**src/design/lcprf_fifo.sv**
```systemverilog
`timescale 1ns / 1ps
`default_nettype none
// ----------------------------------------------------------------------------
// Small register FIFO
// Decouples producer and consumer; push and pop may coincide.
// ----------------------------------------------------------------------------
module lcprf_fifo #(
   parameter int WIDTH = 8,
   parameter int DEPTH = 2
) (
   input  wire logic             clock,
   input  wire logic             reset,
   input  wire logic             push,
   input  wire logic [WIDTH-1:0] din,
   output logic                  full,
   input  wire logic             pop,
   output logic      [WIDTH-1:0] dout,
   output logic                  empty
);

   localparam int PW = (DEPTH > 1) ? $clog2(DEPTH) : 1;
   localparam int CW = $clog2(DEPTH + 1);

   logic [WIDTH-1:0] data_ff [DEPTH];
   logic [PW-1:0]    wr_ff, wr_in, rd_ff, rd_in;
   logic [CW-1:0]    count_ff, count_in;
   logic             do_push, do_pop;

   assign full    = (count_ff == CW'(DEPTH));
   assign empty   = (count_ff == '0);
   assign do_push = push && !full;
   assign do_pop  = pop && !empty;
   assign dout    = data_ff[rd_ff];

   always_comb begin
      wr_in    = wr_ff;
      rd_in    = rd_ff;
      count_in = count_ff;
      if (do_push) begin
         wr_in = (wr_ff == PW'(DEPTH - 1)) ? '0 : wr_ff + PW'(1);
      end
      if (do_pop) begin
         rd_in = (rd_ff == PW'(DEPTH - 1)) ? '0 : rd_ff + PW'(1);
      end
      if (do_push && !do_pop) begin
         count_in = count_ff + CW'(1);
      end else if (do_pop && !do_push) begin
         count_in = count_ff - CW'(1);
      end
   end

   always_ff @(posedge clock) begin
      if (reset) begin
         wr_ff    <= '0;
         rd_ff    <= '0;
         count_ff <= '0;
      end else begin
         wr_ff    <= wr_in;
         rd_ff    <= rd_in;
         count_ff <= count_in;
      end
   end

   always_ff @(posedge clock) begin
      if (do_push) begin
         data_ff[wr_ff] <= din;
      end
   end

endmodule
`default_nettype wire

```
**config.mk**
```make
export PLATFORM = sky130hd
export DESIGN_NAME = lcprf_fifo
export DESIGN_NICKNAME = d
export VERILOG_FILES = /design/src/design/lcprf_fifo.sv
export SDC_FILE = /design/constraint.sdc
export NUM_CORES = 1
export LEC_CHECK = 0
export BUFFER_PORTS_ARGS = -buffer_cell sky130_fd_sc_hd__clkbuf_2
export CAP_MARGIN = 20
export CORE_MARGIN = 8
export CORE_UTILIZATION = 48
export DETAILED_ROUTE_END_ITERATION = 10
export PLACE_DENSITY = 0.74
export SLEW_MARGIN = 10
export SYNTH_ARGS = -nofsm -noshare
export SYNTH_HDL_FRONTEND = slang
export SYNTH_SLANG_ARGS = --single-unit
```
**constraint.sdc**
```tcl
create_clock -name clock -period 2.1 [get_ports clock]
set_input_delay 0.315 -clock clock [delete_from_list [all_inputs] [get_ports clock]]
set_output_delay 0.315 -clock clock [all_outputs]
set_load 0.02 [all_outputs]
```
Yosys cells after proc, flatten, opt, wreduce, memory -nomap -nowiden
Memories as Yosys holds them, arrays and structs flattened. A register that Yosys moved wholly into a read port is not among the register bits. Cells that the tools add are included.

Memories kept: 1. Bits in registers: 4. Bits in read-only memories: 0. Bits in latches: 0. Output and inout port bits: 10. Word-level logic and storage cells: 27. Bits in writable memories: 16. Input port bits: 12.

Reductions and logical operators: 10. Multiply operators: 0. $add $sub $neg: 4. Equality and inequality tests: 1. Shift operators: 0. Bitwise logic cells: 0. Mux-type cells: 8. Order comparisons: 0. Divide/modulo/power cells: 0.

Memory list: data_ff (words 2, bits a word 8, rd ports 1, clocked after Yosys merged registers in 1, wr ports 1, line 24) `logic [WIDTH-1:0] data_ff [DEPTH];`.

Operators with widths (number): two-way mux 1 bit (6); logical AND 1 bit (4); logical NOT 1 bit (4); two-way mux 2 bit (2); adder 1 bit (second input constant) (2); adder 2 x 1 -> 2 bit (second input constant) (1); == test 2 bit (second input constant) (1); logical NOT 2 bit (1); nonzero test 2 bit (1); subtractor 2 x 1 -> 2 bit (second input constant) (1).

Longest topological paths before layout
Depth after elaboration: 7. Mapped depth: 6.

Worst setup path after synthesis
No wires, ideal clock.

Kind: reg-to-reg. Start: register count_ff[1]. End: register count_ff[1]. Slack: 0.513 ns. Stages on the path, launching flop included: 6. Arrival: 1.517 ns. Library setup time: 0.070 ns. Required time: 2.030 ns. Buffers on the path: 0. Cells stage by stage: dfxtp_1 > nor2b_2 > nor2_1 > ha_1 > or3_1 > a21oi_1.

Word-level cells in the longest chain between the ends: 6. Elaborated cells on any way between the ends: 15. Those cells by class: add/sub: 2; eq/ne: 1; mux: 2; reduce/logical: 10.

Ends and longest elaborated chain: start: declaration (line 26) `logic [CW-1:0] count_ff, count_in;`; start signal: assignment (line 60) `count_ff <= count_in;`; == test 2 bit (*) (line 29) `assign full = (count_ff == CW'(DEPTH));`; via full (line 15) `output logic full,`; logical NOT 1 bit (*) (line 31) `assign do_push = push && !full;`; logical AND 1 bit (*) (line 31); logical NOT 1 bit (line 47) `end else if (do_pop && !do_push) begin`; logical AND 1 bit (line 47); nonzero test 2 bit (no line).

The timed path passes the listed nets; every way through them passes the cells marked *. The select of a mux whose other input is x is not followed. A chain may end at the register's enable or synchronous reset.

==> impl_metrics.toml <==
[clock_network]
cts.sinks = 21
clockBufferDepth = 2
clk_root_buffer_cell = "clkbuf_4"
h-tree-depth = 1
clock_latency_ns = 0.29
post_cts.repair.setup_buffers = 0
clk_pin_slew_ns = 0.11
postCtsHoldBufs = 0
cts_resized = 0
tritoncts = "done"
cts_buffers = 3

[layout]
area_growth_pct = 18.45
final-seq-area_um2 = 580.6
nets = 88
final_cells = 90
layout-drive-gt1-share_pct = 44.59
multi_input_area_um2 = 200.2
n_antenna_cell = 0
stdcell_area_um2 = 939.7
final_util_pct = 61.66
fillerInstances = 112

[logic_synthesis]
synthTopCellsByArea = "edfxtp_1 61%, dfxtp_1 13%, mux2_2 11%, xor2_1 3.3%, nor2_1 2.4%"
postSynthAreaPerCell_um2 = 15.87
synth.distinct_cells = 13
syn-num-nets = 63
synth_seq_area_share_pct = 73.19
synth_top_area_share_pct = 60.57
yosysWarnings = 0
syn_area_um2 = 793.3
post-synth-top-area-cell = "edfxtp_1"
ys_ff_latch = 21
netlist_instances = 50

[power_and_ir_drop]
p_per_area_nw_per_um2 = 1221
ir_drop_v = 0.0007282
clkPwrFrac_pct = 15.9
p_comb_share_pct = 33.3
p_leak_uw = 0.0003821
switchingPower_uw = 381.5
seqPwrFrac_pct = 50.8
switching_share_pct = 33.25
power.internal_uw = 765.8

[sta]
max_freq_mhz = 590.2
skew_ns = 0.002943
rsz0062_at_grt = "no"
finalSetupTns_ns = 0
hold_violations = 0
maxSlewViolCount = 0
finalCriticalPeriod_ns = 1.694
timing.final.crit_share_pct = 80.68
tightest_slew_ns = 0.3900
setup_viol = 0
slew_headroom_pct = 74.00

[floorplanning]
dieArea_um2 = 3209
dieHeight_um = 56.65
ios = 22
core-area_um2 = 1524
start_util_pct = 52.05
rows = 14
dieWidth_um = 56.65

[place]
dpl_cell_area_um2 = 913.4
gpl.final_weighted_congestion = 0.6920
dp.cells = 86
numPortBuffers = 21

[drt]
drt_iter0_drc = 2
routedWlPerCell_um = 13.60
via_per_inst = 5.044
drtPass1Iterations = 4
drcViolationCount = 0
routed_wl_um = 1224
via_count = 454
ant_nets = 0

[setup_path]
crit_fanout = 8
path_cells = "mux2_2, clkbuf_2"
crit_required_ns = 1.78
crit_arrival_ns = 1.38
critPathLaunchType = "flip-flop"
rrSetupSlack_ns = 0.56
crit_slowest_cell = "dfxtp_1"
critPathMaxStageDelay_ns = 0.54
r2r-start = "count_ff[1]"
timing.rr.end = "count_ff[1]"
critPathKind = "reg -> out"
reg2regPathDepth = 5
cp_top_family = "flip-flops"
cp_num_buf_inv = 1
worst_setup_path_end_kind = "primary output"

[grt]
grt_max_degree = 12
antenna_found_initial = 0
overflow = 0
grt_first_pass_wirelength_um = 1952
grt_pass1_vias = 440
track_usage_pct = 7.583

[status]
outcome = "finished clean"

[hold_path]
min_path_type = "in -> reg"
min_to = "data_ff[1][1]"
min-delay-start = "din[1]"
min_path_cells = 1

[run]
maxCapViolCount = 0
==> flip-flops by register name, summed over array words and instances (netlist names), named ones only <==
register,count
count_ff,2
data_ff,16
rd_ff,1
wr_ff,1
==> power by group through the flow <==
stage | registers (µW) | clock network [µW] | logic, µW
final | 583 | 182 | 382
after floorplan | 565 | 0 | 300
after global placement | 591 | 0 | 381
after global routing | 594 | 200 | 419
after detailed placement | 594 | 0 | 387
after CTS | 585 | 185 | 389
==> per-layer routing <==
layer	track usage [%]	vias to the layer above	wire length (µm)
met3	3.146	2	75
met4	3.093	0	9
met5	0	-	0
li1	-	233	-
met2	11.13	14	558
met1	9.517	205	581
==> cell usage after synthesis <==
cell       n
inv_1      2
xor2_1     3
ha_1       1
dfxtp_1    5
and2_1     1
a21oi_1    2
nor2_1     5
mux2_2     8
buf_2      1
nor2b_2    1
edfxtp_1  16
o21ai_0    3
or3_1      2
==> logic make-up after synthesis <==
family / after synthesis / share of synthesized area, %
XOR/XNOR: 3 / 3.313
AND/OR/NAND/NOR: 9 / 5.837
adder cells (fa/ha/maj): 1 / 1.577
AO/OA/AOI/OAI: 5 / 3.154
buffers and inverters: 3 / 1.577
multiplexers: 8 / 11.36
flip-flops: 21 / 73.19
==> through the flow <==
step | worst slack, ns | total power, µW | hold slack, ns
after floorplan | 0.5134 | 865.9 | 0.3841
after global placement | 0.6025 | 971.7 | 0.4734
after detailed placement | 0.5570 | 981.0 | 0.4947
after CTS | 0.3845 | 1159 | 0.2046
after global routing | 0.3362 | 1213 | 0.1999
final | 0.4056 | 1147 | 0.2082
==> worst max-delay path by stage <==
stage                       end  slack, ns  cells past startpoint
floorplan           count_ff[1]       0.51                      5
global placement    count_ff[1]       0.60                      4
detailed placement  count_ff[1]       0.56                      4
CTS                     dout[1]       0.38                      2
global route            dout[1]       0.34                      2
finish                  dout[1]       0.41                      2
==> worst reg2reg max path, stage by stage (launching register included) <==
cell and delay [ns]:
dfxtp_1 0.39, nor2b_2 0.21, nor2_1 0.07, ha_1 0.31
or3_1 0.37, a21oi_1 0.14
==> layout make-up <==
class | count | share of cell area, %
repair buffers | 21 | 11.19
inverters | 2 | 0.7989
multi-input cells | 26 | 21.30
flip-flops and latches | 21 | 61.78
clock buffers | 4 | 2.796
well taps | 16 | 2.130
==> cell usage in the layout, fill, tap and decap left out <==
cell and instances:
o21ai_0 3, edfxtp_1 16, clkbuf_4 3, a21oi_1 2, inv_1 2, or3_1 2, and2_1 1, clkbuf_1 1
xor2_1 3, mux2_2 8, nor2b_2 1, ha_1 1, dfxtp_1 5, nor2_1 5, clkbuf_2 21
(Power assumes the default switching activity.)
