==> src/design/lcprf_pkg.sv <==
`timescale 1ns / 1ps
`default_nettype none
// ----------------------------------------------------------------------------
// LCP repeat finder package
// Shared item and result types, register indexes and queue depths.
// ----------------------------------------------------------------------------
package lcprf_pkg;

   localparam int LCP_W  = 16;
   localparam int CHAR_W = 7;
   localparam int POS_W  = 16;
   localparam int OCC_W  = 17;
   localparam int CHAR_COUNT = 128;

   localparam int CSR_INDEX_W = 2;
   localparam int CSR_DATA_W  = 16;
   localparam logic [CSR_INDEX_W-1:0] CSR_MIN_LENGTH  = 2'd0;
   localparam logic [CSR_INDEX_W-1:0] CSR_REPEAT_KIND = 2'd1;

   localparam int ITEM_QUEUE_DEPTH   = 2;
   localparam int RESULT_QUEUE_DEPTH = 4;

   typedef struct packed {
      logic [LCP_W-1:0]  lcp_value;
      logic [CHAR_W-1:0] bwt_char;
      logic [POS_W-1:0]  suffix_pos;
      logic              final_rank;
   } item_type;

   localparam int ITEM_W = $bits(item_type);

   typedef struct packed {
      logic [OCC_W-1:0] occurrences;
      logic [POS_W-1:0] repeat_pos;
      logic [LCP_W-1:0] repeat_len;
      logic             overflow;
      logic             last_of_run;
   } result_type;

   localparam int RESULT_W = $bits(result_type);

   typedef struct packed {
      logic [LCP_W-1:0] min_length;
      logic             repeat_kind;
   } cfg_type;

endpackage
`default_nettype wire

==> src/design/lcprf_front.sv <==
`timescale 1ns / 1ps
`default_nettype none
// ----------------------------------------------------------------------------
// Repeat finder front end
// Accepts ranks, assigns each its rank index and marks the first of a run.
// ----------------------------------------------------------------------------
module lcprf_front import lcprf_pkg::*; #(
   parameter int MAX_RANKS = 65536
) (
   input  wire logic        clock,
   input  wire logic        reset,
   input  wire logic        req_push,
   output logic             req_full,
   input  wire item_type    req_item,
   output logic             q_push,
   output logic [1+$clog2(MAX_RANKS)+1+ITEM_W-1:0] q_data,
   input  wire logic        q_full
);

   localparam int RW = $clog2(MAX_RANKS) + 1;

   logic [RW-1:0] rank_ff, rank_in, idx;
   logic          accept;

   assign accept   = req_push && !q_full;
   assign req_full = q_full;
   assign q_push   = accept;
   assign idx      = (rank_ff >= RW'(MAX_RANKS)) ? '0 : rank_ff;
   assign q_data   = {rank_ff == '0, idx, req_item};

   always_comb begin
      rank_in = rank_ff;
      if (accept) begin
         rank_in = req_item.final_rank ? '0 : idx + RW'(1);
      end
   end

   always_ff @(posedge clock) begin
      if (reset) begin
         rank_ff <= '0;
      end else begin
         rank_ff <= rank_in;
      end
   end

endmodule
`default_nettype wire

==> config.mk <==
export PLATFORM = sky130hd
export DESIGN_NAME = lcprf_front
export DESIGN_NICKNAME = d
export VERILOG_FILES = /design/src/design/lcprf_pkg.sv /design/src/design/lcprf_front.sv
export SDC_FILE = /design/constraint.sdc
export NUM_CORES = 1
export LEC_CHECK = 0
export ABC_AREA = 1
export BUFFER_PORTS_ARGS = -buffer_cell sky130_fd_sc_hd__buf_4
export CAP_MARGIN = 15
export CORE_MARGIN = 3
export CORE_UTILIZATION = 30
export CTS_CLUSTER_DIAMETER = 40
export DETAILED_ROUTE_END_ITERATION = 10
export SLEW_MARGIN = 40
export SYNTH_ARGS = -nofsm -noshare
export SYNTH_HDL_FRONTEND = slang
export SYNTH_SLANG_ARGS = --single-unit
==> constraint.sdc <==
create_clock -name clock -period 2.8 [get_ports clock]
set_clock_uncertainty 0.15 [all_clocks]
set_input_delay 0.56 -clock clock [delete_from_list [all_inputs] [get_ports clock]]
set_output_delay 0.56 -clock clock [all_outputs]
set_load 0.05 [all_outputs]
* Word-level counts from Yosys, hierarchy flattened
Index checks and enable logic that the tools add are counted.
** Operators by class
- $add $sub $neg :: 1
- Multipliers :: 0
- Div/mod/pow operators :: 0
- Order comparisons :: 1
- Equality and inequality tests :: 0
- Shift operators :: 0
- Mux-type cells :: 2
- Bitwise operators :: 0
- Reduce and logical (&&, ||, !) cells :: 3
** Operators by type and width (count)
- $mux 17 :: 2
- $add 17x1->17 const B :: 1
- $ge 17x17->1 const B :: 1
- $logic_not 17->1 :: 1
- $logic_and 1x1->1 :: 1
- $logic_not 1->1 :: 1
** Word-level totals
- Register bits :: 17
- Latch bits :: 0
- Bits in writable memories :: 0
- ROM bits :: 0
- Input bits :: 44
- Output and inout port bits :: 60
- Logic and storage cells :: 8
- Memories kept :: 0

* Longest topological paths before layout
- Word-level depth :: 4
- Depth in mapped cells :: 12
- Gate-level depth less buffers :: 10

* Least setup slack after synthesis
No wires, ideal clock.
- Path kind :: flip-flop to output port
- Start :: register rank_ff[16]
- End :: output port q_data[57]
- Arrival time :: 2.168 ns
- Required time :: 2.090 ns
- Setup slack :: -0.078 ns
- Cell stages (with the launch flop) :: 4
- Path buffers :: 2
- Path through :: dfxtp_1 > buf_6 > clkbuf_1 > nor4_1
** Between the ends
- Longest elaborated chain between the ends :: 1
** RTL lines
- from (decl) :: line lcprf_front.sv:22 : logic [RW-1:0] rank_ff, rank_in, idx;
- from (signal assigned) :: line lcprf_front.sv:42 : rank_ff <= rank_in;
- $logic_not 17->1 :: line lcprf_front.sv:29 : assign q_data = {rank_ff == '0, idx, req_item};
- to (decl) :: line lcprf_front.sv:16 : output logic [1+$clog2(MAX_RANKS)+1+ITEM_W-1:0] q_data,
No other way between the ends.

* Worst setup path after layout
- Start :: register rank_ff[2]
- End :: output port q_data[57]
The elaborated chain is that of the path after synthesis.

==> qor.yml <==
layout:
  largest_register: "rank_ff"
  diodes: 0
  largest_reg_flops: 17
  drive_above_1_share: 0.2710
  nets: 260
  reg_top3: "rank_ff x17"
  final_common_cell: "nand2_1"
  final_cell_area_sq_mm: 0.001536
  layout_common_cells: "nand2_1, buf_4, inv_1, nand3_1, a21oi_1"
  nFillCells: 546
  area_growth_pct: -2.307
place:
  dpl_cell_area_sq_mm: 0.001491
  hpwl_um: 2681
  gp_congestion: 0.8573
  port_buffers: 24
timing:
  finalCritPeriodShare: 0.8122
  setup_viol: 0
  fmax_ghz: 0.4397
  tns_ps: 0
  rsz0062_at_grt: "no"
  relSlewSlack: 0.6056
  min_period_ps: 2274
  drv_slew: 0
  worst_pin_slew_ps: 590.8
  hold_viol_final: 0
die:
  die_w_um: 78.41
  die_y_um: 78.41
  dieArea_sq_mm: 0.006147
  coreArea_sq_mm: 0.004880
  initial_core_util: 0.3223
  io_pins: 104
  rows: 25
cts:
  clkTransAtPathRegs_ps: 70
  root_buffer: "clkbuf_8"
  cts_tree: "yes"
  clockBufferDepth: 2
  clock_latency_ps: 260
  ctsHoldBuffers: 0
  clock-sinks: 17
  cts_resized: 0
  post_cts_buffers: 0
  htreeDepth: 1
  numCtsBuffers: 3
worst_setup_path:
  crit_fanout: 5
  crit_type: "reg -> out"
  crit_chain: "nor4_1 > nand3_1 > nor4_2 > buf_4"
  critPathLaunchType: "flip-flop"
  crit_path_max_incr_delay_ps: 370
  path_buf_inv: 1
  required_ps: 2090
  crit_slowest_cell: "dfxtp_1"
  worstPathArrival_ps: 1560
  path_delay_family: "simple AND/OR/NAND/NOR gates"
  cp-end-kind: "primary output"
logic_synthesis:
  yosys_warnings: 0
  ys_async_sr_fraction: 0
  syn_area_sq_mm: 0.001573
  syn_inst: 233
  synth_nets: 278
  avgSynthCellArea_sq_um: 6.750
  synth_edf_count: 0
  ys_seq_area_frac: 0.2164
  yosys.cell_types.count: 30
  ys_ff_latch: 17
  synth-main-ff-cell: "dfxtp_1"
detailed_routing:
  routed_wl_um: 3494
  drc: 0
  drt_iter0_drc: 92
  wire_per_inst_um: 12.43
  wl_met3_um: 193
  top_layer_used: "met4"
  drt-pass1-iter-count: 4
  route.vias.total: 1290
  dr_wl_met2_um: 1630
  wl_met1_um: 1628
  ant_nets: 0
  post_drt_via_cell_ratio: 4.591
flow_run:
  max-cap-violations: 0
pwr:
  p_sw_frac: 0.2694
  internal-power_mw: 0.3561
  power_switching_mw: 0.1313
  clock_power_share: 0.405
  irDropWorstVdd_uv: 111.4
  comb_power_share: 0.096
  power.density_mw_per_mm2: 317.3
  p_leak_nw: 0.6412
  p_seq_frac: 0.499
global_route:
  grt_max_degree: 19
  gr-total-overflow: 0
  antenna_found_initial: 0
  grt_pass1_vias: 1271
  track_usage: 0.1173
  grt_pass1_wl_um: 5947
status:
  status: "complete, no violations"
worst_hold_path:
  hold_class: "reg -> reg"
==> metrics by stage <==
stage	hold slack (ps)	setup WS, ps	power (mW)	instances	utilization
floorplan	308.4	233.3	0.4341	233	-
global placement	331.0	773.4	0.2962	277	0.3056
detailed placement	330.4	739.9	0.2962	277	0.3056
CTS	341.7	501.0	0.4906	281	0.3149
global route	375.8	395.1	0.5023	281	0.3149
finish	339.0	525.9	0.4875	281	0.3149
==> worst paths after layout <==
kind	from	end	slack, ps	cells after the start
worst max register to register	rank_ff[16]	rank_ff[16]	710	9
worst max-delay path	rank_ff[2]	q_data[57]	530	4
worst min register to register	rank_ff[13]	rank_ff[13]	340	2
worst min-delay path	rank_ff[13]	rank_ff[13]	340	2
==> cell families (layout without fill, tap and decap cells) <==
logic type | after synthesis | after routing | synth area share
flip-flops | 17 | 17 | 0.2164
XOR/XNOR | 1 | 1 | 0.005570
AND/OR/NAND/NOR | 106 | 106 | 0.3628
AO/OA/AOI/OAI | 29 | 29 | 0.09945
other | 1 | 1 | 0.002384
adder cells (fa/ha/maj) | 1 | 1 | 0.007954
buffers and inverters | 78 | 59 | 0.3055
==> tightest hold or removal path, cell delays in order, from the launching register on <==
cell and delay, ps:
dfxtp_1 330, nand2_1 60, a21oi_1 50
==> per-layer routing <==
layer / global-route usage / up-vias
met1: 0.1489 / 584
met3: 0.02523 / 7
li1: - / 665
met4: 0.04895 / 0
met5: 0 / -
met2: 0.1918 / 34
==> power groups by stage <==
stage / Clock, mW / Combinational, mW / Sequential, mW
floorplan: 0 / 0.185 / 0.249
global placement: 0 / 0.0473 / 0.249
detailed placement: 0 / 0.0473 / 0.249
CTS: 0.200 / 0.0475 / 0.243
global route: 0.209 / 0.0504 / 0.243
finish: 0.197 / 0.0469 / 0.243
==> cell usage after synthesis, drive strengths merged (3+ instances only) <==
cell     n  area share
dfxtp   17        0.22
nand2   41        0.10
a21oi   20       0.068
nor4     3       0.012
nor2    27       0.098
clkbuf   4      0.0095
buf     45        0.22
inv     29       0.072
nand3   26        0.11
o21ai    7       0.022
nand4    7       0.032
==> cell type report <==
| cell class | count | area (sq um) | share of cell area |
|---|---|---|---|
| flip-flops and latches | 17 | 340.3 | 0.2215 |
| inverters | 29 | 113.9 | 0.07410 |
| multi-input cells | 138 | 758.2 | 0.4935 |
| repair buffers | 26 | 195.2 | 0.1270 |
| clock buffers | 4 | 45.04 | 0.02932 |
| well taps | 67 | 83.83 | 0.05456 |
(Power assumes the default switching activity.)
